## src/design/ramp_oscillator_variable_max_unit_macros.svh

```systemverilog
// Assertion macros for the ramp oscillator block.
// Included by the top level; relies on clk and rst in the including scope.
`ifndef RAMP_OSCILLATOR_VARIABLE_MAX_UNIT_MACROS_SVH
`define RAMP_OSCILLATOR_VARIABLE_MAX_UNIT_MACROS_SVH

// Same-cycle implication, checked outside reset
`define ROVM_ASSERT_IMPL(label, ante, cons, msg) \
  label: assert property (@(posedge clk) disable iff (rst) (ante) |-> (cons)) \
    else $error(msg);

// Next-cycle implication, checked outside reset
`define ROVM_ASSERT_NEXT(label, ante, cons, msg) \
  label: assert property (@(posedge clk) disable iff (rst) (ante) |=> (cons)) \
    else $error(msg);

`endif

```

## src/design/rovm_pkg.sv

```systemverilog
// Shared types and constants for the ramp oscillator block.
// No dependencies; imported by ramp_oscillator_variable_max_unit.
`default_nettype none

package rovm_pkg;

  localparam int DATA_W    = 32;
  localparam int NORM_BITS = 16;
  localparam int NORM_W    = NORM_BITS + 1;
  localparam int SR_W      = 18;
  localparam int CFG_IDX_W = 1;
  localparam int CNT_W     = $clog2(DATA_W + 1);

  localparam logic [SR_W-1:0]   SR_RESET = SR_W'(48000);
  localparam logic [NORM_W-1:0] NORM_ONE = NORM_W'(1) << NORM_BITS;

  // Configuration register indexes
  localparam logic [CFG_IDX_W-1:0] REG_SAMPLE_RATE = 1'b0;
  localparam logic [CFG_IDX_W-1:0] REG_LATCH_MODE  = 1'b1;

  typedef struct packed {
    logic signed [DATA_W-1:0] frequency;
    logic signed [DATA_W-1:0] ramp_max;
    logic signed [DATA_W-1:0] offset;
  } in_item_t;

  typedef struct packed {
    logic signed [DATA_W-1:0] out_value;
    logic [NORM_W-1:0]        norm_ramp;
  } out_item_t;

endpackage

`default_nettype wire

```

## src/design/ramp_oscillator_variable_max_unit.sv

```systemverilog
// Ramp oscillator: once a request is accepted the divider yields the phase step, then
// the wrap remainder (only on a wrap), then the ratio (only for a phase below a nonzero
// maximum), all on one shared shift-subtract divider that retires one bit a cycle.
// in_ready returns with out_valid; no new request is taken until that result is loaded.
// Synchronous active-high reset: sample rate 48000, latch mode off, phase and
// held offset zero, no result pending.
`default_nettype none
`include "ramp_oscillator_variable_max_unit_macros.svh"

module ramp_oscillator_variable_max_unit (
  input  wire logic                            clk,
  input  wire logic                            rst,
  input  wire logic                            in_valid,
  output logic                                 in_ready,
  input  wire rovm_pkg::in_item_t              in_data,
  output logic                                 out_valid,
  input  wire logic                            out_ready,
  output rovm_pkg::out_item_t                  out_data,
  input  wire logic                            cfg_we,
  input  wire logic [rovm_pkg::CFG_IDX_W-1:0]  cfg_index,
  input  wire logic [rovm_pkg::SR_W-1:0]       cfg_data
);
  import rovm_pkg::*;

  typedef enum logic [7:0] {
    S_IDLE     = 8'b0000_0001,
    S_STEP_DIV = 8'b0000_0010,
    S_ADD      = 8'b0000_0100,
    S_DECIDE   = 8'b0000_1000,
    S_MOD_DIV  = 8'b0001_0000,
    S_WRAP     = 8'b0010_0000,
    S_NORM_SET = 8'b0100_0000,
    S_NORM_DIV = 8'b1000_0000
  } state_t;

  state_t state;
  logic   finish;

  // Configuration
  logic [SR_W-1:0] sample_rate;
  logic            offset_latch_mode;

  // Oscillator state
  logic [DATA_W-2:0] ramp_phase;
  logic [DATA_W-1:0] held_offset;

  // Request operands
  logic              freq_neg;
  logic [DATA_W-2:0] max_c;
  logic [DATA_W-1:0] offset_in;
  logic              step_neg;
  logic [DATA_W+1:0] cur;
  logic              wrap_up;
  logic [NORM_W-1:0] norm_val;

  // Shared shift-subtract divider
  logic [DATA_W-1:0] div_rem;
  logic [DATA_W-1:0] div_quo;
  logic [DATA_W-1:0] div_den;
  logic [CNT_W-1:0]  div_cnt;
  logic [DATA_W:0]   div_shift;
  logic [DATA_W:0]   div_trial;
  logic              div_ge;
  logic [DATA_W-1:0] div_rem_next;
  logic [DATA_W-1:0] div_quo_next;
  logic              div_last;

  // Datapath helpers
  logic [DATA_W+1:0] step_ext;
  logic [DATA_W+1:0] cur_next;
  logic [DATA_W+1:0] cur_m1;
  logic [DATA_W+1:0] cur_neg;
  logic [DATA_W-1:0] offi;
  logic [DATA_W:0]   out_sum;
  logic [DATA_W-1:0] out_sat;
  logic [DATA_W-1:0] sr_den;
  logic [DATA_W-1:0] freq_mag;

  // Sequencer and datapath
  logic out_load;
  logic norm_done;

  state_t done_hold;
  logic   result_ready;

  assign in_ready = (state == S_IDLE) && !result_ready;

  // Divider step: shift in one dividend bit, trial subtract
  always_comb begin
    div_shift    = {div_rem, div_quo[DATA_W-1]};
    div_trial    = div_shift - {1'b0, div_den};
    div_ge       = ~div_trial[DATA_W];
    div_rem_next = div_ge ? div_trial[DATA_W-1:0] : div_shift[DATA_W-1:0];
    div_quo_next = {div_quo[DATA_W-2:0], div_ge};
    div_last     = (div_cnt == CNT_W'(1));
  end

  // Operand prep
  always_comb begin
    sr_den   = (sample_rate == '0) ? DATA_W'(1) : {{(DATA_W-SR_W){1'b0}}, sample_rate};
    freq_mag = in_data.frequency[DATA_W-1] ? (~in_data.frequency + DATA_W'(1))
                                           : in_data.frequency;
    step_ext = {2'b00, div_quo};
    cur_next = {3'b000, ramp_phase} + (step_neg ? (~step_ext + (DATA_W+2)'(1)) : step_ext);
    cur_m1   = cur - (DATA_W+2)'(1);
    cur_neg  = ~cur + (DATA_W+2)'(1);
  end

  // Output sum with saturation; only upward overflow is possible
  always_comb begin
    offi    = offset_latch_mode ? held_offset : offset_in;
    out_sum = {2'b00, ramp_phase} + {offi[DATA_W-1], offi};
    out_sat = (out_sum[DATA_W:DATA_W-1] == 2'b01) ? {1'b0, {(DATA_W-1){1'b1}}}
                                                  : out_sum[DATA_W-1:0];
    finish  = (state == S_NORM_SET || state == S_NORM_DIV);
  end

  // Configuration writes
  always_ff @(posedge clk) begin
    if (rst) begin
      sample_rate       <= SR_RESET;
      offset_latch_mode <= 1'b0;
    end else if (cfg_we) begin
      case (cfg_index)
        REG_SAMPLE_RATE: sample_rate       <= cfg_data;
        REG_LATCH_MODE:  offset_latch_mode <= cfg_data[0];
        default:         sample_rate       <= sample_rate;
      endcase
    end
  end

  always_comb begin
    norm_done = 1'b0;
    if (state == S_NORM_DIV && div_last) begin
      norm_done = 1'b1;
    end
  end

  // Hold the finished result until the output register is free
  always_ff @(posedge clk) begin
    if (rst) begin
      result_ready <= 1'b0;
    end else if (result_ready && (!out_valid || out_ready)) begin
      result_ready <= 1'b0;
    end else if (norm_done || (state == S_NORM_SET && done_hold == S_IDLE)) begin
      result_ready <= 1'b1;
    end
  end

  assign out_load = result_ready && (!out_valid || out_ready);

  always_comb begin
    done_hold = S_NORM_DIV;
    if (max_c == '0 || ramp_phase >= max_c) begin
      done_hold = S_IDLE;
    end
  end

  always_ff @(posedge clk) begin
    if (rst) begin
      state       <= S_IDLE;
      ramp_phase  <= '0;
      held_offset <= '0;
    end else begin
      case (state)
        S_IDLE: begin
          // Take a request and start the step division
          if (in_valid && !result_ready) begin
            freq_neg  <= in_data.frequency[DATA_W-1];
            max_c     <= in_data.ramp_max[DATA_W-1] ? '0 : in_data.ramp_max[DATA_W-2:0];
            offset_in <= in_data.offset;
            div_rem   <= '0;
            div_quo   <= freq_mag;
            div_den   <= sr_den;
            div_cnt   <= CNT_W'(DATA_W);
            state     <= S_STEP_DIV;
          end
        end
        S_STEP_DIV: begin
          div_rem <= div_rem_next;
          div_quo <= div_quo_next;
          div_cnt <= div_cnt - CNT_W'(1);
          if (div_last) begin
            step_neg <= freq_neg && (div_quo_next != '0);
            state    <= S_ADD;
          end
        end
        S_ADD: begin
          cur   <= cur_next;
          state <= S_DECIDE;
        end
        S_DECIDE: begin
          // Clear, wrap up, wrap down, or keep the phase
          if (max_c == '0) begin
            ramp_phase <= '0;
            state      <= S_NORM_SET;
          end else if (!step_neg && (cur > {3'b000, max_c})) begin
            div_rem <= '0;
            div_quo <= cur_m1[DATA_W-1:0];
            div_den <= {1'b0, max_c};
            div_cnt <= CNT_W'(DATA_W);
            wrap_up <= 1'b1;
            state   <= S_MOD_DIV;
          end else if (step_neg && cur[DATA_W+1]) begin
            div_rem <= '0;
            div_quo <= cur_neg[DATA_W-1:0];
            div_den <= {1'b0, max_c};
            div_cnt <= CNT_W'(DATA_W);
            wrap_up <= 1'b0;
            state   <= S_MOD_DIV;
          end else begin
            ramp_phase <= cur[DATA_W-2:0];
            state      <= S_NORM_SET;
          end
        end
        S_MOD_DIV: begin
          div_rem <= div_rem_next;
          div_quo <= div_quo_next;
          div_cnt <= div_cnt - CNT_W'(1);
          if (div_last) begin
            state <= S_WRAP;
          end
        end
        S_WRAP: begin
          // Fold the remainder back into the ramp range; an upward wrap in latch mode also takes the offset
          if (wrap_up) begin
            ramp_phase <= div_rem[DATA_W-2:0] + (DATA_W-1)'(1);
            if (offset_latch_mode) begin
              held_offset <= offset_in[DATA_W-1] ? '0 : offset_in;
            end
          end else if (div_rem == '0) begin
            ramp_phase <= '0;
          end else begin
            ramp_phase <= max_c - div_rem[DATA_W-2:0];
          end
          state <= S_NORM_SET;
        end
        S_NORM_SET: begin
          // Ratio is zero for a zero maximum and saturates at or above it
          if (max_c == '0) begin
            norm_val <= '0;
            state    <= S_IDLE;
          end else if (ramp_phase >= max_c) begin
            norm_val <= NORM_ONE;
            state    <= S_IDLE;
          end else begin
            div_rem <= {1'b0, ramp_phase};
            div_quo <= '0;
            div_den <= {1'b0, max_c};
            div_cnt <= CNT_W'(NORM_BITS);
            state   <= S_NORM_DIV;
          end
        end
        S_NORM_DIV: begin
          div_rem <= div_rem_next;
          div_quo <= div_quo_next;
          div_cnt <= div_cnt - CNT_W'(1);
          if (div_last) begin
            norm_val <= {1'b0, div_quo_next[NORM_BITS-1:0]};
            state    <= S_IDLE;
          end
        end
        default: begin
          state <= S_IDLE;
        end
      endcase
    end
  end

  // Output register
  always_ff @(posedge clk) begin
    if (rst) begin
      out_valid <= 1'b0;
    end else if (out_load) begin
      out_valid <= 1'b1;
    end else if (out_ready) begin
      out_valid <= 1'b0;
    end
  end

  always_ff @(posedge clk) begin
    if (out_load) begin
      out_data.out_value <= out_sat;
      out_data.norm_ramp <= norm_val;
    end
  end

  `ROVM_ASSERT_NEXT(a_accept_busy,
    in_valid && in_ready && !result_ready && !finish, !in_ready,
    "block still ready after taking a request")
  `ROVM_ASSERT_IMPL(a_div_rem_bound,
    state == S_STEP_DIV || state == S_MOD_DIV || state == S_NORM_DIV, div_rem < div_den,
    "divider remainder reached the divisor")
  `ROVM_ASSERT_IMPL(a_norm_bound,
    out_valid, !(out_data.norm_ramp[NORM_BITS] && (out_data.norm_ramp[NORM_BITS-1:0] != '0)),
    "normalized ramp above one")

endmodule

`default_nettype wire

```

## config.mk

```make
export PLATFORM = sky130hd
export DESIGN_NAME = ramp_oscillator_variable_max_unit
export DESIGN_NICKNAME = d
export VERILOG_FILES = /design/src/design/rovm_pkg.sv /design/src/design/ramp_oscillator_variable_max_unit.sv
export VERILOG_INCLUDE_DIRS = /design/src /design/src/design
export SDC_FILE = /design/constraint.sdc
export NUM_CORES = 1
export LEC_CHECK = 0
export BUFFER_PORTS_ARGS = -buffer_cell sky130_fd_sc_hd__buf_4
export CORE_UTILIZATION = 38
export DETAILED_ROUTE_END_ITERATION = 8
export SYNTH_ARGS = -nofsm -noshare
export SYNTH_HDL_FRONTEND = slang
export SYNTH_SLANG_ARGS = --single-unit
```

## constraint.sdc

```tcl
create_clock -name clk -period 12.2 [get_ports clk]
set_input_delay 1.22 -clock clk [delete_from_list [all_inputs] [get_ports clk]]
set_output_delay 1.22 -clock clk [all_outputs]
set_load 0.05 [all_outputs]
```

==> results.py <==
metrics = {
    "timing": {
        "min_period_ns": 5.032,
        "whs_ns": 0.4056,
        "finClkSkew_ns": 0.02489,
        "setup_tns_ns": 0,
        "drv_slew": 0,
        "setup_slack_ns": 7.168,
        "rsz0062_at_grt": "false",
        "worst_pin_slew_ns": 1.222,
        "hold_violations": 0,
        "fin_crit_sh_pct": 41.25,
        "relSlewSlack_pct": 18.53,
        "setup-violations-final": 0,
        "fmax_ghz": 0.1987,
    },
    "die": {
        "fp.dieH_um": 259.1,
        "coreArea_mm2": 0.06481,
        "start_util_pct": 38.74,
        "std_cell_rows": 93,
        "io_pins": 171,
        "die_area_mm2": 0.06711,
        "die_x_um": 259.1,
    },
    "detailed_routing": {
        "wirelength_um": 86190,
        "viasPerCell": 5.835,
        "num_vias": 21730,
        "drtPass1Iterations": 8,
        "drc": 0,
        "drtAntennaViolNets": 0,
        "wire_per_inst_um": 23.14,
        "drtIter0Drc": 2059,
    },
    "finish": {
        "area.growth.synth_to_final_pct": 14.43,
        "layout_commonest_cell": "edfxtp_1",
        "final_cell_mix": "edfxtp_1 (267), nand2_1 (260), a21oi_1 (204)",
        "nNetsFinal": 3145,
        "regArea_mm2": 0.009839,
        "final_cell_count_no_fill": 3724,
        "final_core_util_pct": 44.33,
        "fin_area_mm2": 0.02873,
        "drive_gt1_share_pct": 11.83,
        "fillers": 6163,
        "multi_input_area_mm2": 0.01435,
    },
    "power_and_ir_drop": {
        "clock_power_share_pct": 38.9,
        "p_int_mw": 2.473,
        "seq_power_share_pct": 40.8,
        "p_per_area_mw_per_mm2": 123.5,
        "combPwrFrac_pct": 20.3,
        "p_leak_nw": 11.37,
        "max-vdd-ir-drop_mv": 0.07429,
        "total_power_mw": 3.547,
        "p_sw_share_pct": 30.29,
        "p_switching_mw": 1.075,
    },
    "clock_tree": {
        "cts_made_buffers": 44,
        "cts_root_buf": "clkbuf_16",
        "clock_latency_ns": 0.61,
        "clkSinkCount": 358,
        "path_clk_slew_ns": 0.06,
        "cts_tree": "built",
        "cts_setup_buffers": 0,
        "cts_hold_buf": 0,
        "ctsResizeCount": 0,
        "htreeDepth": 2,
        "clockBufferDepth": 3,
    },
    "job": {
        "drv_cap": 0,
    },
    "setup_path": {
        "crit_type": "flip-flop to flip-flop",
        "crit_top_cell": "a21oi_1",
        "max_stage_delay_ns": 0.96,
        "path_max_fanout": 33,
        "critPathLaunchType": "flip-flop",
        "critPathSlowestCell": "a21oi_2",
        "cp-end-kind": "flip-flop",
        "crit_required_ns": 12.46,
        "worst-endpoint-arrival_ns": 5.29,
        "path_cells": "buf_4 -> mux2i_1 -> inv_1 -> ha_1 -> a21oi_1 -> nand4b_1 -> a31oi_1 -> a31oi_1 -> o32ai_1 -> a21oi_1 -> a21oi_1 -> nor2_1 -> a21oi_2 -> o21ai_0",
        "ff2ff_setup_slack_ns": 7.17,
    },
    "logic_synthesis": {
        "yosysUniqueCellTypes": 87,
        "syn_inst": 2699,
        "syn_nets": 3015,
        "ys_warn_count": 0,
        "postSynthAreaPerCell_um2": 9.303,
        "synth_seq_area_share_pct": 39.19,
        "synth_edf_count": 267,
        "synth_area_leaders": "edfxtp_1 (32%), ha_1 (9.6%), dfxtp_1 (7.3%)",
        "syn-cell-area_mm2": 0.02511,
        "ys.flop_type": "edfxtp_1",
        "synth_top_area_cell": "edfxtp_1",
        "ys_ff_latch": 358,
        "async_flop_share_pct": 0,
        "synth_top_cell_area_share_pct": 31.93,
    },
    "grt": {
        "grt_max_degree": 66,
        "antenna_found_initial": 9,
        "grtUsageMet1_pct": 32.41,
        "met2_usage_pct": 41.39,
        "grt_pass1_wl_um": 128200,
        "grtUsageMet3_pct": 4.101,
        "grt_pass1_vias": 20750,
        "overflow": 0,
        "top_usage_layer": "met2",
        "track_usage_pct": 25.20,
    },
    "placement": {
        "dp_cells": 3638,
        "place_ws_ns": 7.201,
        "numPortBuffers": 170,
        "gp_congestion": 0.9429,
        "placed_area_mm2": 0.02722,
        "dp_hpwl_um": 65320,
    },
    "min_path": {
        "hp-class": "flip-flop to flip-flop",
    },
    "status": {
        "status": "finished clean",
    },
}
-- power groups by stage --
stage	Sequential [mW]	Combinational [mW]	Clock [mW]
2_1_floorplan	1.45	0.499	0
3_3_place_gp	1.47	0.699	0
4_1_cts	1.45	0.711	1.40
5_1_grt	1.45	0.788	1.45
3_5_place_dp	1.47	0.707	0
6_report	1.45	0.721	1.38
-- sequential cells by signal, summed over array words and instances, names as in the netlist, 6 cells and up --
register,cells
out_data,49
cur,34
div_quo,32
div_rem,32
offset_in,32
div_den,31
held_offset,31
max_c,31
ramp_phase,31
sample_rate,18
norm_val,17
state,8
div_cnt,6
-- worst max-delay path, delay by kind of cell (launching register included) --
family | cells | cell delay [ns]
AOI/OAI and AO/OA | 8 | 2.83
buffers and inverters | 2 | 0.51
muxes | 1 | 0.37
and+or+nand+nor | 2 | 0.34
DFF | 1 | 0.33
adders and majority gates | 1 | 0.28
-- per-layer routing --
| layer | wire length [µm] | vias up |
|---|---|---|
| li1 | - | 10200 |
| met1 | 35960 | 10420 |
| met2 | 40220 | 910 |
| met3 | 6102 | 185 |
| met4 | 3844 | 10 |
| met5 | 68 | - |
-- logic make-up after synthesis --
kind of cell,share of synthesized area (%)
buffers and inverters,3.976
multiplexers,1.704
AO/OA/AOI/OAI,18.45
flip-flops,39.19
adder cells (fa/ha/maj),9.886
AND/OR/NAND/NOR,17.79
XOR/XNOR,8.999
-- synth_stat cells (12+ instances only) --
| cell type | count |
|---|---|
| nor2_1 | 195 |
| nor2b_1 | 59 |
| edfxtp_1 | 267 |
| a31oi_1 | 20 |
| nand2b_1 | 34 |
| inv_1 | 143 |
| nor4_1 | 33 |
| a221oi_1 | 19 |
| or4_1 | 14 |
| xor2_1 | 73 |
| o41ai_1 | 12 |
| clkbuf_1 | 83 |
| o221ai_1 | 30 |
| a21o_1 | 80 |
| a21oi_1 | 205 |
| ha_1 | 192 |
| nand2_1 | 261 |
| a22o_1 | 12 |
| nor3b_1 | 35 |
| and2_1 | 22 |
| o21a_1 | 17 |
| dfxtp_1 | 91 |
| or3_1 | 18 |
| and3_1 | 13 |
| mux2_2 | 30 |
| nor3_1 | 65 |
| nand4_1 | 37 |
| o21ai_0 | 126 |
| nand3_1 | 71 |
| a211oi_1 | 28 |
| xnor2_1 | 185 |
| o21bai_1 | 23 |
| o31ai_1 | 25 |
-- cell type report --
type                            count  area share (%)
Multi-Input combinational cell   2092           49.95
Timing Repair Buffer              189           4.938
Clock buffer                       57           4.215
Inverter                          144           1.899
Clock inverter                     25          0.9972
Tap cell                          855           3.723
Antenna cell                        4         0.03484
Sequential cell                   358           34.24
-- worst paths after layout --
| check | startpoint | endpoint | cells past startpoint |
|---|---|---|---|
| max | offset_latch_mode | out_data[40] | 14 |
| min | norm_val[13] | out_data[13] | 0 |
| max reg2reg | offset_latch_mode | out_data[40] | 14 |
| min reg2reg | norm_val[13] | out_data[13] | 0 |
Power figures use the tool's default switching activity.
